===== src/swmf_pkg.sv =====
// Shared constants and types of the sliding-window maximum filter.
package swmf_pkg;

    localparam int WINDOW_MAX   = 64;
    localparam int SAMPLE_WIDTH = 16;
    localparam int WIN_W        = 7;
    localparam int POS_W        = $clog2(2 * WINDOW_MAX);
    localparam int FILL_W       = $clog2(WINDOW_MAX + 1);

    typedef struct packed {
        logic                           valid;
        logic signed [SAMPLE_WIDTH-1:0] value;
        logic [POS_W-1:0]               pos;
    } entry_t;

    typedef struct packed {
        logic accept;
        logic shift;
        logic clear;
    } cell_ctrl_t;

    typedef struct packed {
        logic signed [SAMPLE_WIDTH-1:0] max_value;
        logic                           short_window;
        logic                           end_of_run;
    } result_t;

endpackage


===== src/swmf_out_buf.sv =====
// Output register with a skid stage for the result channel.
module swmf_out_buf
    import swmf_pkg::*;
(
    input  logic    clk,
    input  logic    rst_n,
    input  logic    push,
    input  result_t push_data,
    input  logic    result_stall,
    output logic    result_valid,
    output result_t result_data,
    output logic    full
);

    logic    out_valid_reg;
    logic    out_valid_next;
    result_t out_data_reg;
    result_t out_data_next;
    logic    skid_valid_reg;
    logic    skid_valid_next;
    result_t skid_data_reg;
    result_t skid_data_next;
    logic    main_free;

    assign main_free    = !out_valid_reg || !result_stall;
    assign result_valid = out_valid_reg;
    assign result_data  = out_data_reg;
    assign full         = skid_valid_reg;

    always_comb
    begin
        out_valid_next  = out_valid_reg;
        out_data_next   = out_data_reg;
        skid_valid_next = skid_valid_reg;
        skid_data_next  = skid_data_reg;
        if (main_free)
        begin
            if (skid_valid_reg)
            begin
                out_valid_next  = 1'b1;
                out_data_next   = skid_data_reg;
                skid_valid_next = push;
                skid_data_next  = push_data;
            end
            else
            begin
                out_valid_next = push;
                out_data_next  = push_data;
            end
        end
        else if (push)
        begin
            skid_valid_next = 1'b1;
            skid_data_next  = push_data;
        end
    end

    always_ff @(posedge clk or negedge rst_n)
    begin
        if (!rst_n)
        begin
            out_valid_reg  <= 1'b0;
            skid_valid_reg <= 1'b0;
        end
        else
        begin
            out_valid_reg  <= out_valid_next;
            skid_valid_reg <= skid_valid_next;
        end
    end

    always_ff @(posedge clk)
    begin
        out_data_reg  <= out_data_next;
        skid_data_reg <= skid_data_next;
    end

`ifndef NO_ASSERTIONS
    a_skid_behind_main: assert property (@(posedge clk) disable iff (!rst_n)
        skid_valid_reg |-> out_valid_reg)
        else $error("skid stage holds a word while the output register is empty");

    a_no_push_when_full: assert property (@(posedge clk) disable iff (!rst_n)
        !(push && skid_valid_reg))
        else $error("result pushed while the skid stage is full");

    a_hold_while_stalled: assert property (@(posedge clk) disable iff (!rst_n)
        (result_valid && result_stall) |=> (result_valid && $stable(result_data)))
        else $error("a stalled result word changed or vanished");
`endif

endmodule


===== config.mk =====
export PLATFORM = sky130hd
export DESIGN_NAME = swmf_out_buf
export DESIGN_NICKNAME = d
export VERILOG_FILES = /design/src/swmf_pkg.sv /design/src/swmf_out_buf.sv
export SDC_FILE = /design/constraint.sdc
export NUM_CORES = 1
export LEC_CHECK = 0
export BUFFER_PORTS_ARGS = -buffer_cell sky130_fd_sc_hd__buf_4
export CAP_MARGIN = 20
export CORE_MARGIN = 2
export CORE_UTILIZATION = 45
export DETAILED_ROUTE_END_ITERATION = 10
export PLACE_DENSITY = 0.74
export SYNTH_ARGS = -nofsm -noshare
export SYNTH_HDL_FRONTEND = slang
export SYNTH_SLANG_ARGS = --single-unit
export TNS_END_PERCENT = 10

===== constraint.sdc =====
create_clock -name clk -period 1.7 [get_ports clk]
set_input_delay 0.34 -clock clk [delete_from_list [all_inputs] [get_ports clk]]
set_output_delay 0.34 -clock clk [all_outputs]
set_load 0.05 [all_outputs]

==> impl_metrics.yaml <==
layout:
  fin_cells: 158
  final_cell_mix: "buf_4 (42), edfxtp_1 (36), mux2_4 (17), clkbuf_4 (5)"
  finalNetCount: 135
  diodes: 0
  layout_commonest_cell: "buf_4"
  fin_area_mm2: 0.00194
  area_delta_synth_final_pct: 33.5
  layout-drive-gt1-share_pct: 63.2
worst_setup_path:
  start_kind: "register"
  crit_buf_inv: 1
  r2r_cells: 2
  critPathKind: "register to output port"
  rr_endpoint: "skid_data_reg[13]$_DFFE_PP_"
  r2r-start: "result_valid$_DFFE_PN0P_"
  cp.required_ps: 1360
  critPathSlowestCell: "dfrtp_1"
  path_cells: "buf_4"
  max_stage_delay_ps: 460
  r2r_slack_ps: 370
  critPathArrivalTime_ps: 1030
  critical_path.max_fanout: 5
  critPathTopFamily: "flip-flops"
  crit_path_end_kind: "output port"
place:
  place_area_mm2: 0.00183
  placed_cells: 149
  routabilityCongestion: 0.684
  port_buffers: 41
  place_ws_ps: 325
detailed_routing:
  routed_wl_um: 2100
  route.met3.wl_um: 86
  drtAntennaViolNets: 0
  routed.top_layer: "met4"
  routed-via-count: 729
  dr.first_iter.drc_count: 10
  dr_wl_met2_um: 1250
  drt_first_pass_iters: 2
  avgRoutedWirePerCell_um: 13.3
  detail_route.vias_per_cell: 4.61
  drt-met1-wl_um: 722
  drc: 0
clocking:
  post-cts-setup-buffers: 0
  cts_hold_buf: 1
  path_clk_slew_ps: 110
  cts_num_sinks: 38
  cts.repair.resized: 0
  cts_root_buffer: "clkbuf_4"
  cts_tree: "built"
  htreeDepth: 2
  clockBufferDepth: 2
  clk_latency_ps: 320
  cts_buffers: 5
sta:
  period_minus_slack_ps: 1370
  finalCritPeriodShare_pct: 80.4
  final_hold_viol_count: 0
  tightest_slew_ps: 429
  tns_ps: 0
  drv_slew: 0
  whs_ps: 192
  max_freq_ghz: 0.732
  grt_setup_unrepaired: "false"
  finalSetupViolCount: 0
  setup_ws_ps: 333
  fin_skew_ps: 5.38
  relSlewSlack_pct: 71.4
pwr:
  p_comb_share_pct: 22.2
  intPower_w: 0.00184
  p_per_area_mw_per_mm2: 1280
  switching_share_pct: 26.0
  clkPwrFrac_pct: 29.8
  p_seq_share_pct: 48.0
  vdd_drop_max_mv: 0.800
  p_sw_w: 0.000646
  leakagePower_nw: 0.793
synth:
  syn_nets: 86
  ys_seq_area_share_pct: 77.7
  syn_avg_cell_area_um2: 22.8
  yosysWarnings: 0
  yosys.area.top_type: "edfxtp_1"
  synthTopCellsByArea: "edfxtp_1 (74%), mux2_4 (18%), dfrtp_1 (3.4%)"
  synthCells: 64
  syn_area_mm2: 0.00146
  ys_ff_latch: 38
  synth_top_cell_area_share_pct: 74.2
  synth_cell_type_count: 10
global_routing:
  grt_max_degree: 19
  grt_antenna_before_repair: 0
  grt_pass1_wl_um: 3240
  overflow: 0
  grt_util_all_layers_pct: 12.9
  grt_pass1_vias: 746
floorplan:
  die_height_um: 60.9
  core.rowCount: 20
  fp.coreArea_mm2: 0.00308
  initial_core_util_pct: 47.3
  ioPinCount: 42
  die_w_um: 60.9
  die-area_mm2: 0.00371
outcome:
  status: "completed"
hold_path:
  min_to: "skid_data_reg[5]$_DFFE_PP_"
  min_path_cells: 1
  hp-start: "push_data[5]"
  hp-class: "primary input to register"
run:
  cap_viol_max_count: 0
cells in the mapped netlist:
| cell | instances |
|---|---|
| a21oi_1 | 1 |
| a31oi_1 | 1 |
| buf_6 | 2 |
| dfrtp_1 | 2 |
| edfxtp_1 | 36 |
| mux2_2 | 2 |
| mux2_4 | 17 |
| nand2_1 | 1 |
| nand2b_1 | 1 |
| nor2_1 | 1 |
layer usage:
| metal | GRT usage, % | vias to the layer above |
|---|---|---|
| met5 | 0 | - |
| met4 | 8.39 | 0 |
| met3 | 3.84 | 4 |
| met2 | 24.4 | 23 |
| met1 | 11.6 | 353 |
| li1 | - | 349 |
final cells by class:
type / instances / area, um2
flip-flops and latches: 38 / 1130
well taps: 44 / 55.1
repair buffers: 44 / 345
fillers: 223 / 1130
clock buffers: 5 / 37.5
clock inverters: 3 / 68.8
multi-input cells: 24 / 305
per-stage QoR:
step | util [%] | power (W)
after floorplan | - | 0.00160
after global placement | 59.4 | 0.00176
after detailed placement | 59.4 | 0.00177
after CTS | 63.2 | 0.00251
after global routing | 63.2 | 0.00258
final | 63.2 | 0.00249
power groups by stage:
| stage | clock (W) | combinational, W | sequential [W] |
|---|---|---|---|
| after global routing | 0.000795 | 0.000576 | 0.00121 |
| final | 0.000741 | 0.000551 | 0.00119 |
| after global placement | 0 | 0.000545 | 0.00121 |
| after detailed placement | 0 | 0.000555 | 0.00122 |
| after floorplan | 0 | 0.000174 | 0.00143 |
| after CTS | 0.000754 | 0.000557 | 0.00120 |
kinds of logic after synthesis:
group,count (synthesis),synth area share (%)
AND/OR/NAND/NOR,3,0.945
multiplexers,19,19.1
AO/OA/AOI/OAI,2,0.773
buffers and inverters,2,1.55
flip-flops,38,77.7
worst max-delay path by stage:
stage	from	end	slack, ps	cells after the start
3_5_place_dp	result_stall	skid_data_reg[6]$_DFFE_PP_	320	3
2_1_floorplan	result_valid$_DFFE_PN0P_	skid_data_reg[0]$_DFFE_PP_	50	2
3_3_place_gp	result_stall	skid_data_reg[6]$_DFFE_PP_	370	3
4_1_cts	full$_DFFE_PN0P_	full	310	1
5_1_grt	full$_DFFE_PN0P_	full	270	1
6_report	full$_DFFE_PN0P_	full	330	1
(Power assumes the default switching activity.)
