`config.mk`:
```
export PLATFORM = sky130hd
export DESIGN_NAME = swmf_cell
export DESIGN_NICKNAME = d
export VERILOG_FILES = /design/src/swmf_pkg.sv /design/src/swmf_cell.sv
export SDC_FILE = /design/constraint.sdc
export NUM_CORES = 1
export LEC_CHECK = 0
export ABC_CLOCK_PERIOD_IN_PS = 2600
export BUFFER_PORTS_ARGS = -buffer_cell sky130_fd_sc_hd__clkbuf_2
export CELL_PAD_IN_SITES_DETAIL_PLACEMENT = 1
export CELL_PAD_IN_SITES_GLOBAL_PLACEMENT = 1
export CORE_MARGIN = 2
export CORE_UTILIZATION = 29
export CTS_CLUSTER_SIZE = 28
export DETAILED_ROUTE_END_ITERATION = 16
export GPL_ROUTABILITY_DRIVEN = 0
export MAX_ROUTING_LAYER = met4
export PLACE_DENSITY = 0.82
export SLEW_MARGIN = 20
export SYNTH_ARGS = -nofsm -noshare
export SYNTH_HDL_FRONTEND = slang
export SYNTH_SLANG_ARGS = --single-unit
```
`constraint.sdc`:
```
create_clock -name clk -period 2.6 [get_ports clk]
set_clock_uncertainty 0.2 [all_clocks]
set_input_delay 0.26 -clock clk [delete_from_list [all_inputs] [get_ports clk]]
set_output_delay 0.26 -clock clk [all_outputs]
set_load 0.01 [all_outputs]
```
`src/swmf_pkg.sv`:
```
// Shared constants and types of the sliding-window maximum filter.
package swmf_pkg;

    localparam int WINDOW_MAX   = 64;
    localparam int SAMPLE_WIDTH = 16;
    localparam int WIN_W        = 7;
    localparam int POS_W        = $clog2(2 * WINDOW_MAX);
    localparam int FILL_W       = $clog2(WINDOW_MAX + 1);

    typedef struct packed {
        logic                           valid;
        logic signed [SAMPLE_WIDTH-1:0] value;
        logic [POS_W-1:0]               pos;
    } entry_t;

    typedef struct packed {
        logic accept;
        logic shift;
        logic clear;
    } cell_ctrl_t;

    typedef struct packed {
        logic signed [SAMPLE_WIDTH-1:0] max_value;
        logic                           short_window;
        logic                           end_of_run;
    } result_t;

endpackage

```
`src/swmf_cell.sv`:
```
// One deque cell: holds one stored entry and trades it with its neighbors.
module swmf_cell
    import swmf_pkg::*;
(
    input  logic                           clk,
    input  logic                           rst_n,
    input  cell_ctrl_t                     ctrl,
    input  logic signed [SAMPLE_WIDTH-1:0] sample,
    input  logic [POS_W-1:0]               pos,
    input  logic                           at_head,
    input  logic                           left_keep,
    input  entry_t                         right_entry,
    input  logic                           right_keep,
    output entry_t                         entry,
    output logic                           keep
);

    logic                           valid_reg;
    logic                           valid_next;
    logic signed [SAMPLE_WIDTH-1:0] value_reg;
    logic signed [SAMPLE_WIDTH-1:0] value_next;
    logic [POS_W-1:0]               pos_reg;
    logic [POS_W-1:0]               pos_next;

    // An entry survives a new word only if it is strictly greater.
    assign keep = valid_reg && (value_reg > sample);

    assign entry.valid = valid_reg;
    assign entry.value = value_reg;
    assign entry.pos   = pos_reg;

    always_comb
    begin
        valid_next = valid_reg;
        value_next = value_reg;
        pos_next   = pos_reg;
        if (ctrl.accept && ctrl.clear)
        begin
            valid_next = at_head;
            value_next = sample;
            pos_next   = pos;
        end
        else if (ctrl.accept && ctrl.shift)
        begin
            // The head is dropped, so every survivor moves one cell toward it.
            if (right_keep)
            begin
                valid_next = 1'b1;
                value_next = right_entry.value;
                pos_next   = right_entry.pos;
            end
            else if (keep || at_head)
            begin
                valid_next = 1'b1;
                value_next = sample;
                pos_next   = pos;
            end
            else
            begin
                valid_next = 1'b0;
            end
        end
        else if (ctrl.accept)
        begin
            if (!keep)
            begin
                valid_next = left_keep;
                value_next = sample;
                pos_next   = pos;
            end
        end
        else if (ctrl.shift)
        begin
            valid_next = right_entry.valid;
            value_next = right_entry.value;
            pos_next   = right_entry.pos;
        end
    end

    always_ff @(posedge clk or negedge rst_n)
    begin
        if (!rst_n)
        begin
            valid_reg <= 1'b0;
        end
        else
        begin
            valid_reg <= valid_next;
        end
    end

    always_ff @(posedge clk)
    begin
        value_reg <= value_next;
        pos_reg   <= pos_next;
    end

endmodule

```
==> results of run 1 <==
## layout by cell type, fill, tap and decap left out, drive strengths merged
cell type,synthesis,routed
buf,2,8
o211ai,3,3
nand3,1,1
o41ai,1,1
dfrtp,1,1
nand2,18,18
nor2b,2,2
clkbuf,3,83
or4b,1,1
o21a,3,3
mux2,8,8
edfxtp,23,23
a211oi,2,2
ha,16,16
nor3,1,1
a21oi,7,7
a31oi,1,1
inv,18,18
dlygate4sd3,0,1
a2111oi,1,1
or2,2,2
nor2,1,1
a21o,1,1
nand2b,1,1
nand4,4,4
o221a,1,1
o21ai,15,15
o221ai,1,1
## stage by stage
step	hold WS (ns)	util (%)	setup TNS (ns)	std cells	worst slack, ns
final	0.0643	42.8	0	295	0.0846
after global placement	-0.162	40.5	0	288	0.0942
after CTS	0.0577	41.6	0	293	0.0199
after detailed placement	-0.159	40.5	0	288	0.0503
after floorplan	-0.236	-	0	138	0.0623
after global routing	0.0600	42.8	-0.0155	295	-0.0101
## worst max-delay path by stage
| stage | startpoint | slack, ns | cells after the start | endpoint |
|---|---|---|---|---|
| after floorplan | value_reg[14] | 0.06 | 6 | pos_reg[0] |
| after global placement | sample[13] | 0.09 | 9 | pos_reg[5] |
| after detailed placement | value_reg[14] | 0.05 | 7 | value_reg[12] |
| after CTS | value_reg[14] | 0.02 | 6 | keep |
| after global routing | value_reg[15] | -0.01 | 6 | keep |
| final | value_reg[13] | 0.08 | 7 | value_reg[13] |
## worst max-delay path, stage by stage (launching register included)
cell	delay, ns
edfxtp_1	0.44
ha_4	0.24
a21o_1	0.20
a2111oi_4	0.34
o221ai_4	0.18
o211ai_1	0.23
o221a_4	0.26
buf_4	0.15
## cell families (layout without fill, tap and decap cells)
kind of cell | Yosys count | count (layout) | synth area share (%)
AO/OA/AOI/OAI | 36 | 36 | 17.2
flip-flops | 24 | 24 | 47.6
AND/OR/NAND/NOR | 31 | 31 | 9.82
buffers and inverters | 23 | 110 | 6.07
multiplexers | 8 | 8 | 5.99
adder cells (fa/ha/maj) | 16 | 16 | 13.3
## metal layers
layer / wire length (um) / vias up
met4: 40 / 0
li1: - / 674
met1: 1690 / 638
met3: 223 / 5
met5: 0 / -
met2: 2140 / 61
## final cells by class
cell class,instances,area [um2],area share (%)
well taps,70,87.6,4.06
inverters,18,67.6,3.13
flip-flops and latches,24,716,33.2
repair buffers,88,490,22.7
multi-input cells,91,752,34.8
clock buffers,4,45.0,2.09
## where the power goes
| part | internal, mW | switching [mW] | leakage (nW) |
|---|---|---|---|
| Combinational | 0.165 | 0.176 | 0.765 |
| Sequential | 0.482 | 0.0247 | 0.245 |
| Clock | 0.110 | 0.125 | 0.0228 |
| Total | 0.757 | 0.326 | 1.03 |
## timing repair
item	4_1_cts	5_1_grt
buffers inserted	0	2
endpoints found under the hold margin	1	0
hold buffers	1	0
setup endpoints to repair	0	24
resized for setup	0	5
==> impl_metrics.py, run 1 <==
metrics = {
    "worst_setup_path": {
        "worstSetupPathType": "reg2reg",
        "start_kind": "flip-flop",
        "cp.required_ns": 2.40,
        "reg2reg_depth": 7,
        "r2r_end": "value_reg[13]",
        "r2r_setup_slack_ns": 0.08,
        "cp-end-kind": "flip-flop",
        "cp.arrival_ns": 2.31,
        "r2r-start": "value_reg[13]",
        "worstPathMaxFanout": 4,
    },
    "synthesis": {
        "yosys-top-cells-area": "edfxtp_1 46%, ha_1 13%, mux2_2 6.0%",
        "synth_area_per_cell_um2": 10.9,
        "async_reset_ff_share_pct": 4.17,
        "yosysTopAreaCell": "edfxtp_1",
        "syn_inst": 138,
        "synthDistinctLibCells": 30,
        "synth.most_common_cell": "edfxtp_1",
        "synth.net_count": 209,
        "ys_ff_latch": 24,
        "synth_top_area_share_pct": 45.9,
        "syn_area_um2": 1500,
        "synth_common_cells": "23 x edfxtp_1, 18 x inv_1, 18 x nand2_1",
        "synth_edf_count": 23,
        "ys.flop_type": "edfxtp_1",
        "yosysSeqAreaShare_pct": 47.6,
        "ys.warnings.count": 0,
    },
    "floorplanning": {
        "die-area_um2": 5780,
        "ioPinCount": 80,
        "die_w_um": 76.0,
        "start_util_pct": 29.8,
        "rows": 26,
        "die_y_um": 76.0,
        "core_um2": 5040,
    },
    "worst_hold_path": {
        "hold_path.class": "in2reg",
        "min-delay-start": "ctrl[2]",
        "hold_depth": 2,
        "whs_endpoint": "valid_reg",
    },
    "cells_and_area": {
        "syn_to_final_growth_pct": 43.5,
        "largest_register_ffs": 16,
        "fin_area_um2": 2160,
        "fillCellCount": 603,
        "nNetsFinal": 297,
        "drive_gt1_share_pct": 47.6,
        "num_antenna_cells": 0,
    },
    "clock_tree": {
        "clock_sinks": 24,
        "cts_buffers": 3,
        "htreeDepth": 1,
        "cts-root-buf": "clkbuf_8",
        "clk_pin_slew_ns": 0.09,
        "clkLatencyLatePin_ns": 0.27,
        "tritoncts": "built",
        "ctsLongestPathBuffers": 2,
    },
    "detailed_routing": {
        "routed_via_density": 4.67,
        "ant_nets": 0,
        "finalWirelength_um": 4090,
        "detail_route.wl_per_cell_um": 13.9,
        "drt-initial-drc-count": 21,
        "via_count": 1378,
        "firstDrtPassIters": 6,
        "drc": 0,
    },
    "global_routing": {
        "grtUsageTotal_pct": 14.5,
        "grt.busiest_layer": "met2",
        "grtUsageMet3_pct": 2.13,
        "grt_overflow": 0,
        "grt_pass1_wl_um": 6760,
        "antenna_found_initial": 0,
        "grt_max_degree": 17,
        "use_met1_pct": 16.7,
        "grt_pass1_vias": 1569,
        "grtUsageMet2_pct": 26.7,
    },
    "power_and_ir_drop": {
        "peakVddDrop_v": 0.000276,
        "p_per_area_nw_per_um2": 502,
        "finalPower_mw": 1.08,
        "p_leak_nw": 1.03,
    },
    "placement": {
        "dpl_cell_area_um2": 2040,
        "numPortBuffers": 79,
        "post-dp-hpwl_um": 3530,
    },
    "job": {
        "drv_cap": 0,
    },
    "outcome": {
        "status": "finished clean",
    },
    "sta": {
        "max_freq_ghz": 0.398,
        "layout_min_cycle_time_ns": 2.52,
        "relSlewSlack_pct": 67.6,
        "tightest_slew_ns": 0.485,
        "fin_crit_sh_pct": 96.7,
        "slew_violations": 0,
        "setup-violations-final": 0,
        "hold_viol_final": 0,
    },
}
Note: power is estimated with default switching activity, not from simulation.
==> inputs of run 2 (changes only) <==
--- a/config.mk
+++ b/config.mk
@@ -9,12 +9,12 @@
 export BUFFER_PORTS_ARGS = -buffer_cell sky130_fd_sc_hd__clkbuf_2
 export CELL_PAD_IN_SITES_DETAIL_PLACEMENT = 1
 export CELL_PAD_IN_SITES_GLOBAL_PLACEMENT = 1
+export CORE_ASPECT_RATIO = 2
 export CORE_MARGIN = 2
 export CORE_UTILIZATION = 29
 export CTS_CLUSTER_SIZE = 28
 export DETAILED_ROUTE_END_ITERATION = 16
 export GPL_ROUTABILITY_DRIVEN = 0
-export MAX_ROUTING_LAYER = met4
 export PLACE_DENSITY = 0.82
 export SLEW_MARGIN = 20
 export SYNTH_ARGS = -nofsm -noshare
==> run 2 against run 1 <==
Sequential cell count stayed put. Total power is 1.9% lower. Final cell count is 4.4% lower. Die area is 0.60% higher. Register-to-register slack better by 0.05 ns. Via count is 1.9% lower. Largest cell class unchanged. Combinational power is 2% lower. Sequential power hardly changed. Final area is 1.5% lower. Critical path depth stayed put.
==> impl_metrics.py, run 2 (synthesis results as in run 1) <==
metrics = {
    "outcome": {
        "status": "finished clean",
    },
    "worst_setup_path": {
        "worstSetupPathType": "reg2reg",
        "cp-end-kind": "flip-flop",
        "cp.required_ns": 2.39,
        "critPathMaxStageDelay_ns": 0.43,
        "worstPathMaxFanout": 8,
        "cp_cell_sequence": "ha_4 -> a21o_1 -> a2111oi_4 -> o221ai_2 -> o211ai_1 -> o221a_4 -> clkbuf_16",
        "cp.arrival_ns": 2.26,
        "cp_slowest_cell": "edfxtp_1",
        "start_kind": "flip-flop",
    },
    "floorplanning": {
        "rows": 37,
        "die_y_um": 106,
        "core_um2": 5090,
        "ioPinCount": 80,
        "die_w_um": 54.9,
        "start_util_pct": 29.5,
        "die-area_um2": 5810,
    },
    "cells_and_area": {
        "finalNonFillerCells": 282,
        "nNetsFinal": 296,
        "final_cell_mix": "79 x clkbuf_2, 23 x edfxtp_1, 18 x inv_1, 18 x nand2_1, 15 x o21ai_0",
        "num_antenna_cells": 0,
        "fillCellCount": 644,
        "largest_register_ffs": 16,
        "syn_to_final_growth_pct": 41.3,
        "drive_gt1_share_pct": 46.9,
        "final_common_cell": "clkbuf_2",
        "fin_area_um2": 2130,
        "multi_input_area_um2": 733,
        "fin_util_pct": 41.7,
        "seq_area_um2": 716,
    },
    "global_routing": {
        "grt_pass1_wl_um": 6240,
        "grt_overflow": 0,
        "grt_max_degree": 28,
        "grt_pass1_vias": 1415,
        "antenna_found_initial": 0,
        "grtUsageTotal_pct": 14.7,
    },
    "sta": {
        "max_freq_ghz": 0.405,
        "fin_crit_sh_pct": 95.0,
        "relSlewSlack_pct": 82.5,
        "rsz0062_at_grt": "false",
        "slew_violations": 0,
        "layout_min_cycle_time_ns": 2.47,
        "hold_viol_final": 0,
        "tightest_slew_ns": 0.260,
        "hold_ws_ns": 0.0649,
        "layout_setup_ws_ns": 0.130,
        "setup-violations-final": 0,
        "final.setup.tns_ns": 0,
    },
    "power_and_ir_drop": {
        "p_sw_share_pct": 29.4,
        "finalPower_mw": 1.06,
        "peakVddDrop_v": 0.000387,
        "p_per_area_nw_per_um2": 500,
        "switchingPower_mw": 0.313,
        "internal-power_mw": 0.750,
        "share_comb_of_total_power_pct": 31.4,
        "clkPwrFrac_pct": 21.0,
        "p_leak_nw": 1.03,
        "seqPwrFrac_pct": 47.7,
    },
    "clock_tree": {
        "cts_buffers": 3,
        "clkLatencyLatePin_ns": 0.26,
        "tritoncts": "built",
        "clock_sinks": 24,
        "ctsLongestPathBuffers": 2,
        "cts-root-buf": "clkbuf_8",
        "htreeDepth": 1,
        "clk_pin_slew_ns": 0.08,
    },
    "worst_hold_path": {
        "hold_path.class": "in2reg",
    },
    "detailed_routing": {
        "drt-initial-drc-count": 6,
        "finalWirelength_um": 4000,
        "drc": 0,
        "firstDrtPassIters": 3,
        "ant_nets": 0,
        "detail_route.wl_per_cell_um": 14.2,
        "routed_via_density": 4.79,
        "via_count": 1352,
    },
    "placement": {
        "numPortBuffers": 79,
        "dp_slack_ns": 0.0470,
        "post-dp-hpwl_um": 3400,
        "placed_cells_incl_taps": 275,
        "dpl_cell_area_um2": 2010,
    },
    "job": {
        "drv_cap": 0,
    },
}
==> run 2: metal layers <==
layer / up-vias / part of all wire [%] / GRT usage, %
li1: 673 / - / -
met4: 0 / 2.8 / 7.32
met5: - / 0 / 0
met2: 41 / 59 / 27.5
met3: 6 / 3.8 / 1.13
met1: 632 / 35 / 14.8
==> run 2: critical path, delay by kind of cell (launching register included) <==
family	cells	cell delay, ns
adder cells (fa/ha/maj)	1	0.24
AO/OA/AOI/OAI	5	1.16
flip-flops	1	0.43
buffers and inverters	1	0.16
==> run 2: what timing repair did <==
item / in CTS / in global routing
endpoints found under the setup margin: 0 / 24
resized for setup: 0 / 4
hold buffers: 1 / 0
setup buffers: 0 / 1
hold endpoints to repair: 1 / 0
==> run 2: final timing paths <==
kind	start	end	slack, ns	cells after the start
max in group asynchronous	rst_n	valid_reg	2.02	2
hold / removal	ctrl[2]	valid_reg	0.06	2
setup reg to reg	value_reg[13]	value_reg[12]	0.13	7
min in group asynchronous	rst_n	valid_reg	0.09	2
setup / recovery	value_reg[13]	value_reg[12]	0.13	7
hold reg to reg	valid_reg	valid_reg	0.56	3
==> run 2: power groups by stage <==
stage / clock [mW] / sequential (mW) / combinational [mW]
after floorplan: 0 / 0.533 / 0.155
after global placement: 0 / 0.513 / 0.312
after detailed placement: 0 / 0.515 / 0.320
after CTS: 0.234 / 0.506 / 0.322
after global routing: 0.245 / 0.512 / 0.377
final: 0.223 / 0.506 / 0.334
==> run 2: area by class of cell <==
class / count / share of cell area (%)
well taps: 58 / 3.41
clock buffers: 3 / 1.94
inverters: 18 / 3.18
flip-flops and latches: 24 / 33.7
clock inverters: 1 / 0.177
multi-input cells: 91 / 34.5
repair buffers: 87 / 23.1
